File: src/rtl/core/dlr_pkg.sv
// ----------------------------------------------------------------------------
// dlr_pkg
// Shared types and constants for the dense layer with ReLU (Q8.8 fixed point).
// ----------------------------------------------------------------------------
package dlr_pkg;

  localparam int DATA_W          = 16;
  localparam int FRAC_W          = 8;
  localparam int ACT_W           = 15;
  localparam int IDX_W           = 4;
  localparam int CFG_W           = 5;
  localparam int CFG_IDX_W       = 1;
  localparam int ACC_W           = 40;
  localparam int RESULT_LIMIT    = 16;
  localparam int MAX_INPUTS_DEF  = 16;
  localparam int MAX_OUTPUTS_DEF = 16;

  localparam logic [ACT_W-1:0] ACT_MAX = {ACT_W{1'b1}};

  localparam logic [CFG_IDX_W-1:0] REG_ACTIVE_INPUTS  = 1'b0;
  localparam logic [CFG_IDX_W-1:0] REG_ACTIVE_OUTPUTS = 1'b1;

  typedef enum logic [1:0] {
    CMD_WEIGHT = 2'd0,
    CMD_BIAS   = 2'd1,
    CMD_ACT    = 2'd2,
    CMD_RUN    = 2'd3
  } cmd_t;

  typedef struct packed {
    logic init;
    logic load;
    logic step;
    logic last;
    logic add;
  } dlr_mac_ctl_t;

endpackage

File: src/rtl/core/dlr_mac.sv
// ----------------------------------------------------------------------------
// dlr_mac
// Bit-serial signed multiply (one weight bit per cycle) and accumulator.
// ----------------------------------------------------------------------------
module dlr_mac import dlr_pkg::*; (
  input  logic                     clk,
  input  dlr_mac_ctl_t             ctl,
  input  logic signed [DATA_W-1:0] act_q,
  input  logic signed [DATA_W-1:0] weight_q,
  input  logic signed [DATA_W-1:0] bias_q,
  output logic signed [ACC_W-1:0]  acc
);

  logic signed [DATA_W-1:0]   mcand;
  logic [DATA_W-1:0]          mplier;
  logic signed [DATA_W:0]     hi;
  logic [DATA_W-1:0]          lo;
  logic signed [DATA_W:0]     mcand_ext;
  logic signed [DATA_W:0]     term;
  logic signed [DATA_W+1:0]   sum;
  logic signed [2*DATA_W:0]   product;

  always_comb begin
    mcand_ext = {mcand[DATA_W-1], mcand};
    if (!mplier[0]) begin
      term = '0;
    end else if (ctl.last) begin
      term = -mcand_ext;                // sign bit of the weight has negative weight
    end else begin
      term = mcand_ext;
    end
    sum     = {hi[DATA_W], hi} + {term[DATA_W], term};
    product = {hi, lo};
  end

  always_ff @(posedge clk) begin
    if (ctl.init) begin
      acc <= {{(ACC_W-DATA_W-FRAC_W){bias_q[DATA_W-1]}}, bias_q, {FRAC_W{1'b0}}};
    end else if (ctl.add) begin
      acc <= acc + {{(ACC_W-2*DATA_W-1){product[2*DATA_W]}}, product};
    end
    if (ctl.load) begin
      mcand  <= act_q;
      mplier <= weight_q;
      hi     <= '0;
      lo     <= '0;
    end else if (ctl.step) begin
      hi     <= sum[DATA_W+1:1];
      lo     <= {sum[0], lo[DATA_W-1:1]};
      mplier <= mplier >> 1;
    end
  end

endmodule
File: config.mk
export PLATFORM = sky130hd
export DESIGN_NAME = dlr_mac
export DESIGN_NICKNAME = d
export VERILOG_FILES = /design/src/rtl/core/dlr_pkg.sv /design/src/rtl/core/dlr_mac.sv
export SDC_FILE = /design/constraint.sdc
export NUM_CORES = 1
export LEC_CHECK = 0
export BUFFER_PORTS_ARGS = -buffer_cell sky130_fd_sc_hd__buf_2
export CORE_UTILIZATION = 30
export DETAILED_ROUTE_END_ITERATION = 10
export PLACE_DENSITY = 0.49
export RECOVER_POWER = 100
export SLEW_MARGIN = 20
export SYNTH_ARGS = -nofsm -noshare
export SYNTH_HDL_FRONTEND = slang
export SYNTH_SLANG_ARGS = --single-unit
File: constraint.sdc
create_clock -name clk -period 3.8 [get_ports clk]
set_input_delay 0.19 -clock clk [delete_from_list [all_inputs] [get_ports clk]]
set_output_delay 0.19 -clock clk [all_outputs]
set_load 0.03 [all_outputs]
# --- Yosys cells after proc, flatten, opt, wreduce, memory -nomap -nowiden ---
# Cells that the tools add are included.
classes:
  add_sub_neg: 3
  muxes: 6
  n_reduce_logical: 2
ops:
  columns: ["operator", "count"]
  rows:
  - ["$mux W40", 2]
  - ["$add A40 B40 Y40", 1]
  - ["$mux W17", 2]
  - ["$mux W16", 2]
  - ["$add A17 B17 Y18", 1]
  - ["$neg A16 Y17", 1]
  - ["$reduce_bool A2 Y1", 2]
word_totals:
  reg_bits: 105
  inputBits: 54
  output_inout_bits: 40
  elab_cells: 17

# --- Depth between registers and ports, before layout ---
# Gate-level depths: netlist of run 1.
logic_depth:
  word_depth: 4
  mapped_depth: 15
  mapped_depth_nobuf: 15

# --- Worst setup path after synthesis of run 1 ---
# OpenSTA, ideal clock, no wires.
synth_path:
  path_kind: "register to register"
  startpoint: "reg mcand[4]"
  endpoint: "reg hi[13]"
  setup_ps: 120
  t_arrival_ps: 3079
  required_ps: 3680
  setup_slack_ps: 602
  stages_incl_launch_ff: 15
  n_path_buf: 0
  period_less_slack_ps: 3198
  path_cell_list: "edfxtp_1 nor4_1 nand2_1 o21ai_0 xnor2_1 and2_1 ha_1 a21o_1 a21o_1 a21o_1 a21o_1 a21oi_1 and2_1 o21ai_1 a211o_1"
synth_between:
  elab_chain_len: 4
synth_rtl:
  columns: ["element", "line", "text"]
  rows:
  - ["from (decl)", "dlr_mac.sv:14", "logic signed [DATA_W-1:0] mcand;"]
  - ["from (signal assigned)", "dlr_mac.sv:43", "mcand <= act_q;"]
  - ["$neg A16 Y17", "dlr_mac.sv:28", "term = -mcand_ext;"]
  - ["$mux W17 (*)", "dlr_mac.sv:27", "end else if (ctl.last) begin"]
  - ["$mux W17 (*)", "dlr_mac.sv:25", "if (!mplier[0]) begin"]
  - ["$add A17 B17 Y18 (*)", "dlr_mac.sv:32", "sum = {hi[DATA_W], hi} + {term[DATA_W], term};"]
  - ["to (signal assigned)", "dlr_mac.sv:48", "hi <= sum[DATA_W+1:1];"]
  - ["to (decl)", "dlr_mac.sv:16", "logic signed [DATA_W:0] hi;"]
# Every way passes the cells marked *; elsewhere a longest branch is shown, timed or not.
# A chain may end at the register's enable or synchronous reset.

# --- Worst setup path in the final report of run 1 ---
layout_path:
  startpoint: "reg mcand[8]"
  endpoint: "reg hi[13]"
# The elaborated chain is that of the path after synthesis.

==> reports/qor.txt, run 1 <==
CP max stage delay -> 600 ps
Worst min-delay path category -> in2reg
# rows -> 56
Syn Area/Cell -> 9.31 um2
Max-cap violations -> 3
CP Capture Type -> flip-flop
EDFF count, synth -> 64
Reg area -> 2740 um2
Fin Clk Skew -> 11.1 ps
Layout Nets -> 996
Layout cells sized above 1 -> 10.7%
Clock net sink count -> 105
Worst Path Arrival -> 3670 ps
Synth area leaders -> edfxtp_1, dfxtp_1, ha_1
# diodes -> 0
Crit path time final -> 3410 ps
Final Cycle Share -> 89.8%
Detailed Route Iter0 Violations -> 317
Clk Latency, worst-skew pair -> 360 ps
Horiz. Die Dim -> 158 um
F_max -> 0.293 GHz
Die area -> 25000 um2
GRT Util Overall -> 15.5%
First-pass GRT wire length -> 30.1 mm
Hold Fails Final Rpt -> 0
DRC -> 0
Initial antenna violation count -> 0
Critical path class -> reg2reg
Setup_tns -> 0 ps
CTS tree -> built
CP startpoint kind -> flip-flop
H-tree Lvls -> 3
Clock slew at reported path FFs -> 80 ps
Post-layout util -> 35.8%
Synthesized area -> 7320 um2
Most frequent cell after synthesis -> a21oi_1
Status -> finished, violations left
Fin. max-slew vios -> 114
Initial Util -> 30.9%
Fillers -> 2497
Final instance area -> 8490 um2
Syn. warnings -> 0
Setup WS pre-CTS -> 275 ps
Critical Path RT -> 4050 ps
Failing checks -> capacitance limit, slew limit
Area Overhead vs Synth -> 16.0%
Port Buffers -> 93
Core area -> 23700 um2
Post-synth ARST share -> 0%
DRT Pass-1 Iters -> 4
Post-place instance area -> 8100 um2
Area of the multi-input gates -> 4330 um2
Max VDD drop -> 0.182 mV
Avg WL per Cell -> 15.5 um
Via Count -> 5995
CP max FO -> 4
Clock Path Buffers -> 2
Total grt overflow -> 0
Clock buffer count from CTS -> 9
Yosys cell types -> 74
Post-synthesis sequential area ratio -> 37.5%
Synth top cells by count -> a21oi_1, nand2_1, edfxtp_1, nor2_1, ha_1
Top cell family by delay on the critical path -> simple AND/OR/NAND/NOR gates
Net count after synthesis -> 899
Setup-failing EPs final -> 0
Die Ht -> 158 um
Vias/cell -> 4.97
Post-synth top flop -> edfxtp_1
Pin count of the biggest net entering global routing -> 43
Clk root buf -> clkbuf_16
Antenna-violating nets left -> 0
CP Cell Sequence -> or4_1, o31ai_1, xnor2_1, and2_0, ha_1, nand2_1, nor3_1, o21ai_1, and2_1, o211a_1, a211o_1
Synth area leader -> edfxtp_1
Slowest CP cell -> or4_1
Total Wirelength -> 18.7 mm
Slew HR -> -69.5%
Vias in the first global route -> 5804
Top Ports -> 94
Post-Synthesis Cells -> 786
Leak -> 0.00345 uW
PD cells -> 395 nW/um2
Seq cells post-synth -> 105
Detailed placement HPWL -> 14.2 mm
Routability Congestion -> 0.825
Critical path buffers and inverters -> 0
RSZ-0062 raised after global routing -> no
Post-CTS Setup Bufs -> 0
Worst-Margin Slew -> 2540 ps
Setup ws final -> 387 ps
Yosys top cell area share -> 26.3%
## logic make-up (layout without fill, tap and decap cells)
logic type	after synthesis	in the layout	share of synthesized area, %
compound gates	245	245	21.8
xor+xnor	51	51	6.10
fa+ha+maj	59	59	10.3
buf+inv	56	158	3.16
flops	105	105	37.5
mux	42	42	6.00
simple gates	228	228	15.2
## cells in the final DEF (no fill, tap or decap), drive strengths merged, types with 4 or more instances in the layout
cell         count
a21oi           68
nand2           67
nor2            64
edfxtp          64
o21ai           64
ha              57
clkbuf          56
buf             54
dfxtp           41
xnor2           38
inv             29
mux2i           27
a21o            20
and2            17
dlygate4sd3     16
o21bai          15
mux2            15
nand2b          14
xor2            13
nor3            10
o31ai           10
a211oi          10
nand4           10
nor2b            9
o21a             8
o211ai           7
nor3b            7
nand3            7
a31oi            6
a21boi           5
or2              5
nor4             4
o311ai           4
## what timing repair did
item                                   4_1_cts  5_1_grt
resized for setup                            0        2
hold buffers                                16        0
setup endpoints to repair                    0        5
endpoints found under the hold margin       16        0
## worst reg2reg max path, delay by kind of cell (launching register included)
family / cells / cell delay [ps]
AO/OA/AOI/OAI: 4 / 990
XOR/XNOR: 1 / 100
adder cells (fa/ha/maj): 1 / 340
flip-flops: 1 / 420
AND/OR/NAND/NOR: 5 / 1450
## worst paths after layout
| check | slack (ps) | end | cells past startpoint | start |
|---|---|---|---|---|
| setup / recovery | 390 | hi[13]$_SDFFE_PP0P_ | 11 | mcand[8]$_DFFE_PP_ |
| hold / removal | 110 | acc[10]$_DFFE_PP_ | 3 | bias_q[2] |
| setup reg to reg | 390 | hi[13]$_SDFFE_PP0P_ | 11 | mcand[8]$_DFFE_PP_ |
| hold reg to reg | 520 | lo[0]$_SDFFE_PP0P_ | 2 | lo[0]$_SDFFE_PP0P_ |
## final cells by class
type,count,area share (%)
clock buffers,9,2.65
clock inverters,7,0.958
inverters,25,1.11
multi-input cells,625,51.0
flip-flops and latches,105,32.3
well taps,319,4.70
repair buffers,117,7.25
## sequential cells by signal, summed over array words and instances (netlist names)
register	cells
lo	16
acc	40
mplier	16
hi	17
mcand	16
## per-layer routing
layer | share of wire [%] | routed length, um | vias to the layer above | GRT usage [%]
met5 | 0 | 0 | - | 0
met1 | 49 | 9200 | 2808 | 20.8
met3 | 2.4 | 453 | 10 | 2.33
li1 | - | - | 3098 | -
met4 | 0.92 | 171 | 0 | 3.98
met2 | 47 | 8860 | 79 | 25.8
## metrics by stage
| step | power, uW | cells | hold slack [ps] |
|---|---|---|---|
| final | 3350 | 1207 | 106 |
| after global routing | 3560 | 1207 | 110 |
| after global placement | 2420 | 1175 | 366 |
| after detailed placement | 2420 | 1175 | 368 |
| after CTS | 3420 | 1207 | 91.1 |
| after floorplan | 2150 | 786 | 289 |
## power by group
part	total, uW	internal (uW)	switching (uW)
Sequential	1410	1330	81.9
Clock	968	472	495
Combinational	974	377	598
Note: power is estimated with default switching activity, not from simulation.
==> inputs of run 2 (changes only) <==
- PLACE_DENSITY: 0.49 -> unset
- PLACE_DENSITY_LB_ADDON: unset -> 0.12
==> run 2 against run 1 <==
  * The flow still finishes with violations (capacitance limit, slew limit)
  * Combinational power hardly changed
  * Worst setup slack worse by 54 ps
  * Clock skew decreased by 3.5 ps
  * Sequential share of layout area is 0.16 points higher
  * Final cell count shrank 0.17%
  * Via count grew 0.50%
  * Die area did not move
  * Cell area fell by 0.50%
  * Count of clock-buffer cells in the layout stayed put
  * Critical path depth is 3 higher
  * Critical path type unchanged
  * Critical endpoint unchanged
  * Largest cell class unchanged
  * Highest routed layer is now met5
==> reports/qor.txt, run 2 (same netlist as run 1, synthesis figures left out) <==
CP endpoint -> hi[13]$_SDFFE_PP0P_
RR Endpoint -> hi[13]$_SDFFE_PP0P_
Reg2reg path depth -> 14 (+3)
RSZ-0062 raised after global routing -> no
Non-Filler Instances -> 1205 (-0.17%)
# diodes -> 0 (unchanged)
Worst-Margin Slew -> 2530 ps (-8.34 ps)
CP Capture Type -> flip-flop
Total power -> 3310 uW (-1.3%)
Reg-to-reg startpoint -> mcand[4]$_DFFE_PP_
Register bank with the most flops -> acc
H-tree Lvls -> 3 (unchanged)
Layout cells sized above 1 -> 10.8% (+0.14 points)
Vias in the first global route -> 5908 (+1.8%)
Critical path class -> reg2reg
Post-placement cell count -> 1175 (unchanged)
Area Overhead vs Synth -> 15.4%
Fin Clk Skew -> 7.61 ps (-3.51 ps)
Clock buffer count from CTS -> 9 (unchanged)
Clk root buf -> clkbuf_16
CTS tree -> built
Most common cell after layout, fill and taps aside -> a21oi_1
Via Count -> 6025 (+0.50%)
Critical Path RT -> 4060 ps (about the same)
Pin count of the biggest net entering global routing -> 44 (+2.3%)
F_max -> 0.288 GHz (-1.6%)
Regs by FF count -> acc: 40 flops, hi: 17 flops
Detailed Route Iter0 Violations -> 337 (+6.3%)
Initial Util -> 30.9% (unchanged)
Hold Fails Final Rpt -> 0 (unchanged)
Max VDD drop -> 0.186 mV (+1.9%)
Clock Path Buffers -> 2 (unchanged)
Leak -> 0.00344 uW (-0.25%)
Status -> finished, violations left
Total Wirelength -> 19.5 mm (+4.2%)
DRT Pass-1 Iters -> 4 (unchanged)
R2R Setup Slk -> 330 ps (-50 ps)
Initial antenna violation count -> 1 (+1)
CP startpoint kind -> flip-flop
PD cells -> 392 nW/um2 (-0.79%)
Die Ht -> 158 um (unchanged)
Post-place instance area -> 8120 um2 (+0.15%)
Crit path time final -> 3470 ps (+54.0 ps)
Routability Congestion -> 0.826 (about the same)
Detailed placement HPWL -> 14.7 mm (+3.1%)
Setup_tns -> 0 ps (unchanged)
Final instance area -> 8450 um2 (-0.50%)
Fillers -> 2548 (+2.0%)
Total grt overflow -> 0 (unchanged)
Horiz. Die Dim -> 158 um (unchanged)
GRT Util Overall -> 15.8% (+0.32 points)
DRC -> 0 (unchanged)
Avg WL per Cell -> 16.2 um (+4.4%)
Top Ports -> 94 (unchanged)
Commonest cells after routing, fill and taps aside -> a21oi_1, nand2_1, nor2_1, edfxtp_1, ha_1
Die area -> 25000 um2 (unchanged)
Slew HR -> -68.9% (+0.56 points)
Layout Nets -> 994 (-0.20%)
CP max FO -> 5 (+1)
Fin. max-slew vios -> 76 (-33%)
Port Buffers -> 93 (unchanged)
Post-CTS Setup Bufs -> 0 (unchanged)
Failing checks -> capacitance limit, slew limit
Antenna-violating nets left -> 0 (unchanged)
# rows -> 56 (unchanged)
Post-layout util -> 35.7% (-0.18 points)
Clk Latency, worst-skew pair -> 360 ps (about the same)
Final Cycle Share -> 91.2% (+1.4 points)
CP Launch Point -> mcand[4]$_DFFE_PP_
Worst Path Arrival -> 3720 ps (+50 ps)
Clock slew at reported path FFs -> 80 ps (about the same)
Vias/cell -> 5.00 (+0.67%)
Number of flip-flops in the largest register -> 40 (unchanged)
Max-cap violations -> 2 (-1)
Core area -> 23700 um2 (unchanged)
Worst min-delay path category -> in2reg
First-pass GRT wire length -> 30.5 mm (+1.3%)
Setup-failing EPs final -> 0 (unchanged)
Clock net sink count -> 105 (unchanged)
## run 2: final cells by class
| type | instances | area (um2) | share of cell area [%] |
|---|---|---|---|
| Multi-Input combinational cell | 625 | 4310 | 51.1 |
| Inverter | 25 | 93.8 | 1.11 |
| Timing Repair Buffer | 115 | 616 | 7.29 |
| Clock inverter | 7 | 55.1 | 0.652 |
| Tap cell | 319 | 399 | 4.73 |
| Clock buffer | 9 | 225 | 2.67 |
| Sequential cell | 105 | 2740 | 32.5 |
## run 2: critical path: stages, from the launching register on
cell      delay, ps
edfxtp_1        440
nor4_2          320
nand2_1         170
o21ai_0         220
xnor2_1          80
and2_1          150
ha_1            320
a21o_1          250
a21o_1          190
a21o_1          170
a21o_1          180
a21oi_1         270
and2_1          260
o21ai_1          90
a211o_1         250
## run 2: repair_timing
| item | CTS | global route |
|---|---|---|
| resized for setup | 0 | 1 |
| hold buffers | 14 | 0 |
| endpoints found under the hold margin | 14 | 0 |
| setup endpoints to repair | 0 | 2 |
## run 2: worst min path at each step
stage	depth (start not counted)	from	endpoint
global placement	1	act_q[13]	mcand[13]$_DFFE_PP_
finish	1	act_q[10]	mcand[10]$_DFFE_PP_
floorplan	0	act_q[0]	mcand[0]$_DFFE_PP_
CTS	1	act_q[6]	mcand[6]$_DFFE_PP_
global route	1	act_q[6]	mcand[6]$_DFFE_PP_
detailed placement	1	act_q[7]	mcand[7]$_DFFE_PP_
## run 2: per-layer routing
metal / up-vias / GRT usage (%) / share of wire (%)
li1: 3095 / - / -
met1: 2836 / 20.2 / 47
met2: 78 / 27.0 / 48
met3: 14 / 3.28 / 3.7
met4: 2 / 3.94 / 0.97
met5: - / 0 / 0.051
## run 2: where the power goes
group	internal (uW)	switching (uW)	total, uW
Clock	453	472	925
Combinational	376	599	975
Sequential	1330	81.4	1410
## run 2: stage by stage
| stage | hold slack (ps) | setup slack, ps |
|---|---|---|
| after CTS | 1.13 | 258 |
| final | 14.9 | 333 |
| after global routing | 3.05 | 0.988 |
| after floorplan | 289 | 602 |
| after detailed placement | 369 | 289 |
| after global placement | 367 | 271 |
==> inputs of run 3 (changes only) <==
- ABC_AREA: unset -> 1
==> run 3 against run 2 <==
  * The flow still finishes with violations (capacitance limit, slew limit)
  * Critical path depth up 1
  * Synthesized area is 12% higher
  * Flip-flop and latch count unchanged
  * Count of clock-buffer cells in the layout is the same
  * Largest power group unchanged
  * Highest routed layer is now met4
==> reports/qor.txt, run 3 <==
Initial antenna violation count -> 0 (-1)
Synthesized area -> 8210 um2 (+12%)
Detailed Route Iter0 Violations -> 500 (+48%)
RR Endpoint -> hi[15]$_SDFFE_PP0P_
Crit path time final -> 3020 ps (-451 ps)
Clock Path Buffers -> 2 (unchanged)
Number of flip-flops in the largest register -> 40 (unchanged)
Setup_tns -> 0 ps (unchanged)
RSZ-0062 raised after global routing -> no
Register bank with the most flops -> acc
CP max stage delay -> 440 ps (about the same)
GRT Util Overall -> 18.1% (+2.3 points)
Initial Util -> 30.5% (-0.36 points)
Top cell family by delay on the critical path -> simple AND/OR/NAND/NOR gates
Worst Hold End -> mplier[7]$_DFFE_PP_
Avg WL per Cell -> 14.7 um (-8.8%)
Total Wirelength -> 24.9 mm (+28%)
Antenna-violating nets left -> 0 (unchanged)
Vias in the first global route -> 7479 (+27%)
Clk root buf -> clkbuf_16
EDFF count, synth -> 64 (unchanged)
R2R Setup Slk -> 780 ps (+450 ps)
Regs by FF count -> acc: 40 flops, hi: 17 flops
Most used cell along the critical path -> nand2_1
# diodes -> 0 (unchanged)
Post-CTS Setup Bufs -> 0 (unchanged)
Total power -> 3400 uW (+2.8%)
Fin Clk Skew -> 11.3 ps (+3.69 ps)
Critical path buffers and inverters -> 1 (+1)
Clock buffer count from CTS -> 9 (unchanged)
CP max FO -> 5 (unchanged)
Syn. warnings -> 0 (unchanged)
Commonest cells after routing, fill and taps aside -> nand2_1, inv_1, nor2_1
F_max -> 0.331 GHz (+15%)
Core area -> 26900 um2 (+13%)
Routability Congestion -> 0.890 (+7.7%)
Post-synthesis sequential area ratio -> 33.4% (-4.1 points)
Yosys top cell area share -> 23.4% (-2.8 points)
H-tree Lvls -> 3 (unchanged)
Total grt overflow -> 0 (unchanged)
Worst min-delay path category -> in2reg
Reg2reg path depth -> 15 (+1)
Detailed placement HPWL -> 19.9 mm (+35%)
Net count after synthesis -> 1349 (+50%)
Final Cycle Share -> 79.4% (-12 points)
Yosys cell types -> 47 (-36%)
Seq cells post-synth -> 105 (unchanged)
Clk Latency, worst-skew pair -> 370 ps (about the same)
Post-Synthesis Cells -> 1236 (+57%)
Layout cells sized above 1 -> 7.28% (-3.6 points)
Synth area leader -> edfxtp_1
Worst-Margin Slew -> 3080 ps (+547 ps)
Slowest CP cell -> edfxtp_1
CP startpoint kind -> flip-flop
Top Ports -> 94 (unchanged)
Most frequent cell after synthesis -> nand2_1
Max-cap violations -> 2 (unchanged)
Final hold slack -> 85.5 ps (+70.6 ps)
Setup-failing EPs final -> 0 (unchanged)
DRT Pass-1 Iters -> 8 (+4)
Slew HR -> -105% (-36 points)
Fin. max-slew vios -> 81 (+6.6%)
Failing checks -> capacitance limit, slew limit
Syn Area/Cell -> 6.64 um2 (-29%)
CP Capture Type -> flip-flop
First-pass GRT wire length -> 39.9 mm (+31%)
Status -> finished, violations left
Post-synth ARST share -> 0% (unchanged)
Critical Path RT -> 4070 ps (about the same)
Post-placement cell count -> 1655 (+41%)
Hold depth -> 3 (+2)
Post-synth top flop -> edfxtp_1
# rows -> 60 (+7.1%)
Worst Path Arrival -> 3290 ps (-430 ps)
Horiz. Die Dim -> 167 um (+5.8%)
Reg-to-reg startpoint -> mcand[2]$_DFFE_PP_
Area Overhead vs Synth -> 14.6%
Via Count -> 7939 (+32%)
Resize count post-CTS -> 0 (unchanged)
Clock net sink count -> 105 (unchanged)
Leak -> 0.00471 uW (+37%)
Worst Hold Launch -> weight_q[7]
Max VDD drop -> 0.229 mV (+23%)
CP Cell Sequence -> nor3_1, nand3_1, nor2_1, nor2_1, o21a_1, nor3_1, ha_1, a21oi_1, o21ai_0, a21oi_1, nand2_1, nand2_1, nand3_1, nand2_1, inv_1
Non-Filler Instances -> 1687 (+40%)
PD cells -> 361 nW/um2 (-7.7%)
CTS tree -> built
DRC -> 0 (unchanged)
Port Buffers -> 93 (unchanged)
Synth top cells by count -> nand2_1, inv_1, nor2_1, a21oi_1, edfxtp_1
Vias/cell -> 4.71 (-5.9%)
Layout Nets -> 1454 (+46%)
Pin count of the biggest net entering global routing -> 42 (-4.5%)
Die area -> 28000 um2 (+12%)
Hold Fails Final Rpt -> 0 (unchanged)
Die Ht -> 167 um (+5.8%)
Synth area leaders -> edfxtp_1, nand2_1, dfxtp_1
Clock slew at reported path FFs -> 90 ps (about the same)
Most common cell after layout, fill and taps aside -> nand2_1
Critical path class -> reg2reg
## run 3: cell types whose count changed after synthesis, sizes merged, moves of 16 or more
cell	change
a21o	-16
and2	-16
inv	+171
mux2i	-27
nand2	+372
nand3	+58
nor2	+64
o22ai	+17
xnor2	-31
## run 3: worst max path at each step
stage                                   from                   to  slack (ps)  cells past startpoint
after detailed placement  mcand[0]$_DFFE_PP_   hi[8]$_SDFFE_PP0P_         920                     16
after global placement    mcand[0]$_DFFE_PP_   hi[8]$_SDFFE_PP0P_         900                     16
after CTS                 mcand[0]$_DFFE_PP_   hi[8]$_SDFFE_PP0P_         880                     16
after global routing                  ctl[3]   lo[7]$_SDFFE_PP0P_         360                      5
after floorplan           mcand[0]$_DFFE_PP_  hi[12]$_SDFFE_PP0P_        1370                     16
final                     mcand[2]$_DFFE_PP_  hi[15]$_SDFFE_PP0P_         780                     15
## run 3: cells by family after synthesis
logic type / share of synthesized area [%]
AOI/OAI and AO/OA: 11.7
buffers and inverters: 9.89
and+or+nand+nor: 34.6
DFF: 33.4
xor gates and xnor gates: 1.17
adders and majority gates: 9.18
## run 3: report_power, final
group	internal, uW	switching [uW]
clock network	533	514
registers	1320	81.6
logic	307	645
total	2160	1240
## run 3: repair_timing
action / in CTS / in global routing
hold buffers: 16 / 0
setup endpoints to repair: 0 / 0
hold endpoints to repair: 16 / 0
## run 3: per-layer routing
layer	share of wire, %	GRT usage, %
met5	0	0
met4	1.0	3.95
met3	4.0	2.74
met2	42	27.4
met1	53	26.9
## run 3: cell type report
class	count	area, um2
clock buffers	9	225
clock inverters	7	95.1
fillers	3035	17500
inverters	197	739
multi-input cells	917	4590
flip-flops and latches	105	2740
well taps	341	427
repair buffers	111	584
## run 3: worst reg2reg max path, stage by stage (launching register included)
cell	delay, ps
edfxtp_1	440
nor3_1	370
nand3_1	180
nor2_1	210
nor2_1	110
o21a_1	180
nor3_1	210
ha_1	340
a21oi_1	190
o21ai_0	170
a21oi_1	200
nand2_1	70
nand2_1	50
nand3_1	60
nand2_1	100
inv_1	40
## run 3: per-stage QoR
step / cell area (um2) / utilization [%] / setup WS (ps)
after detailed placement: 9040 / 33.6 / 915
after CTS: 9520 / 35.4 / 883
after global placement: 9040 / 33.6 / 903
after floorplan: 8210 / - / 1370
final: 9410 / 35.0 / 783
after global routing: 9410 / 35.0 / 358
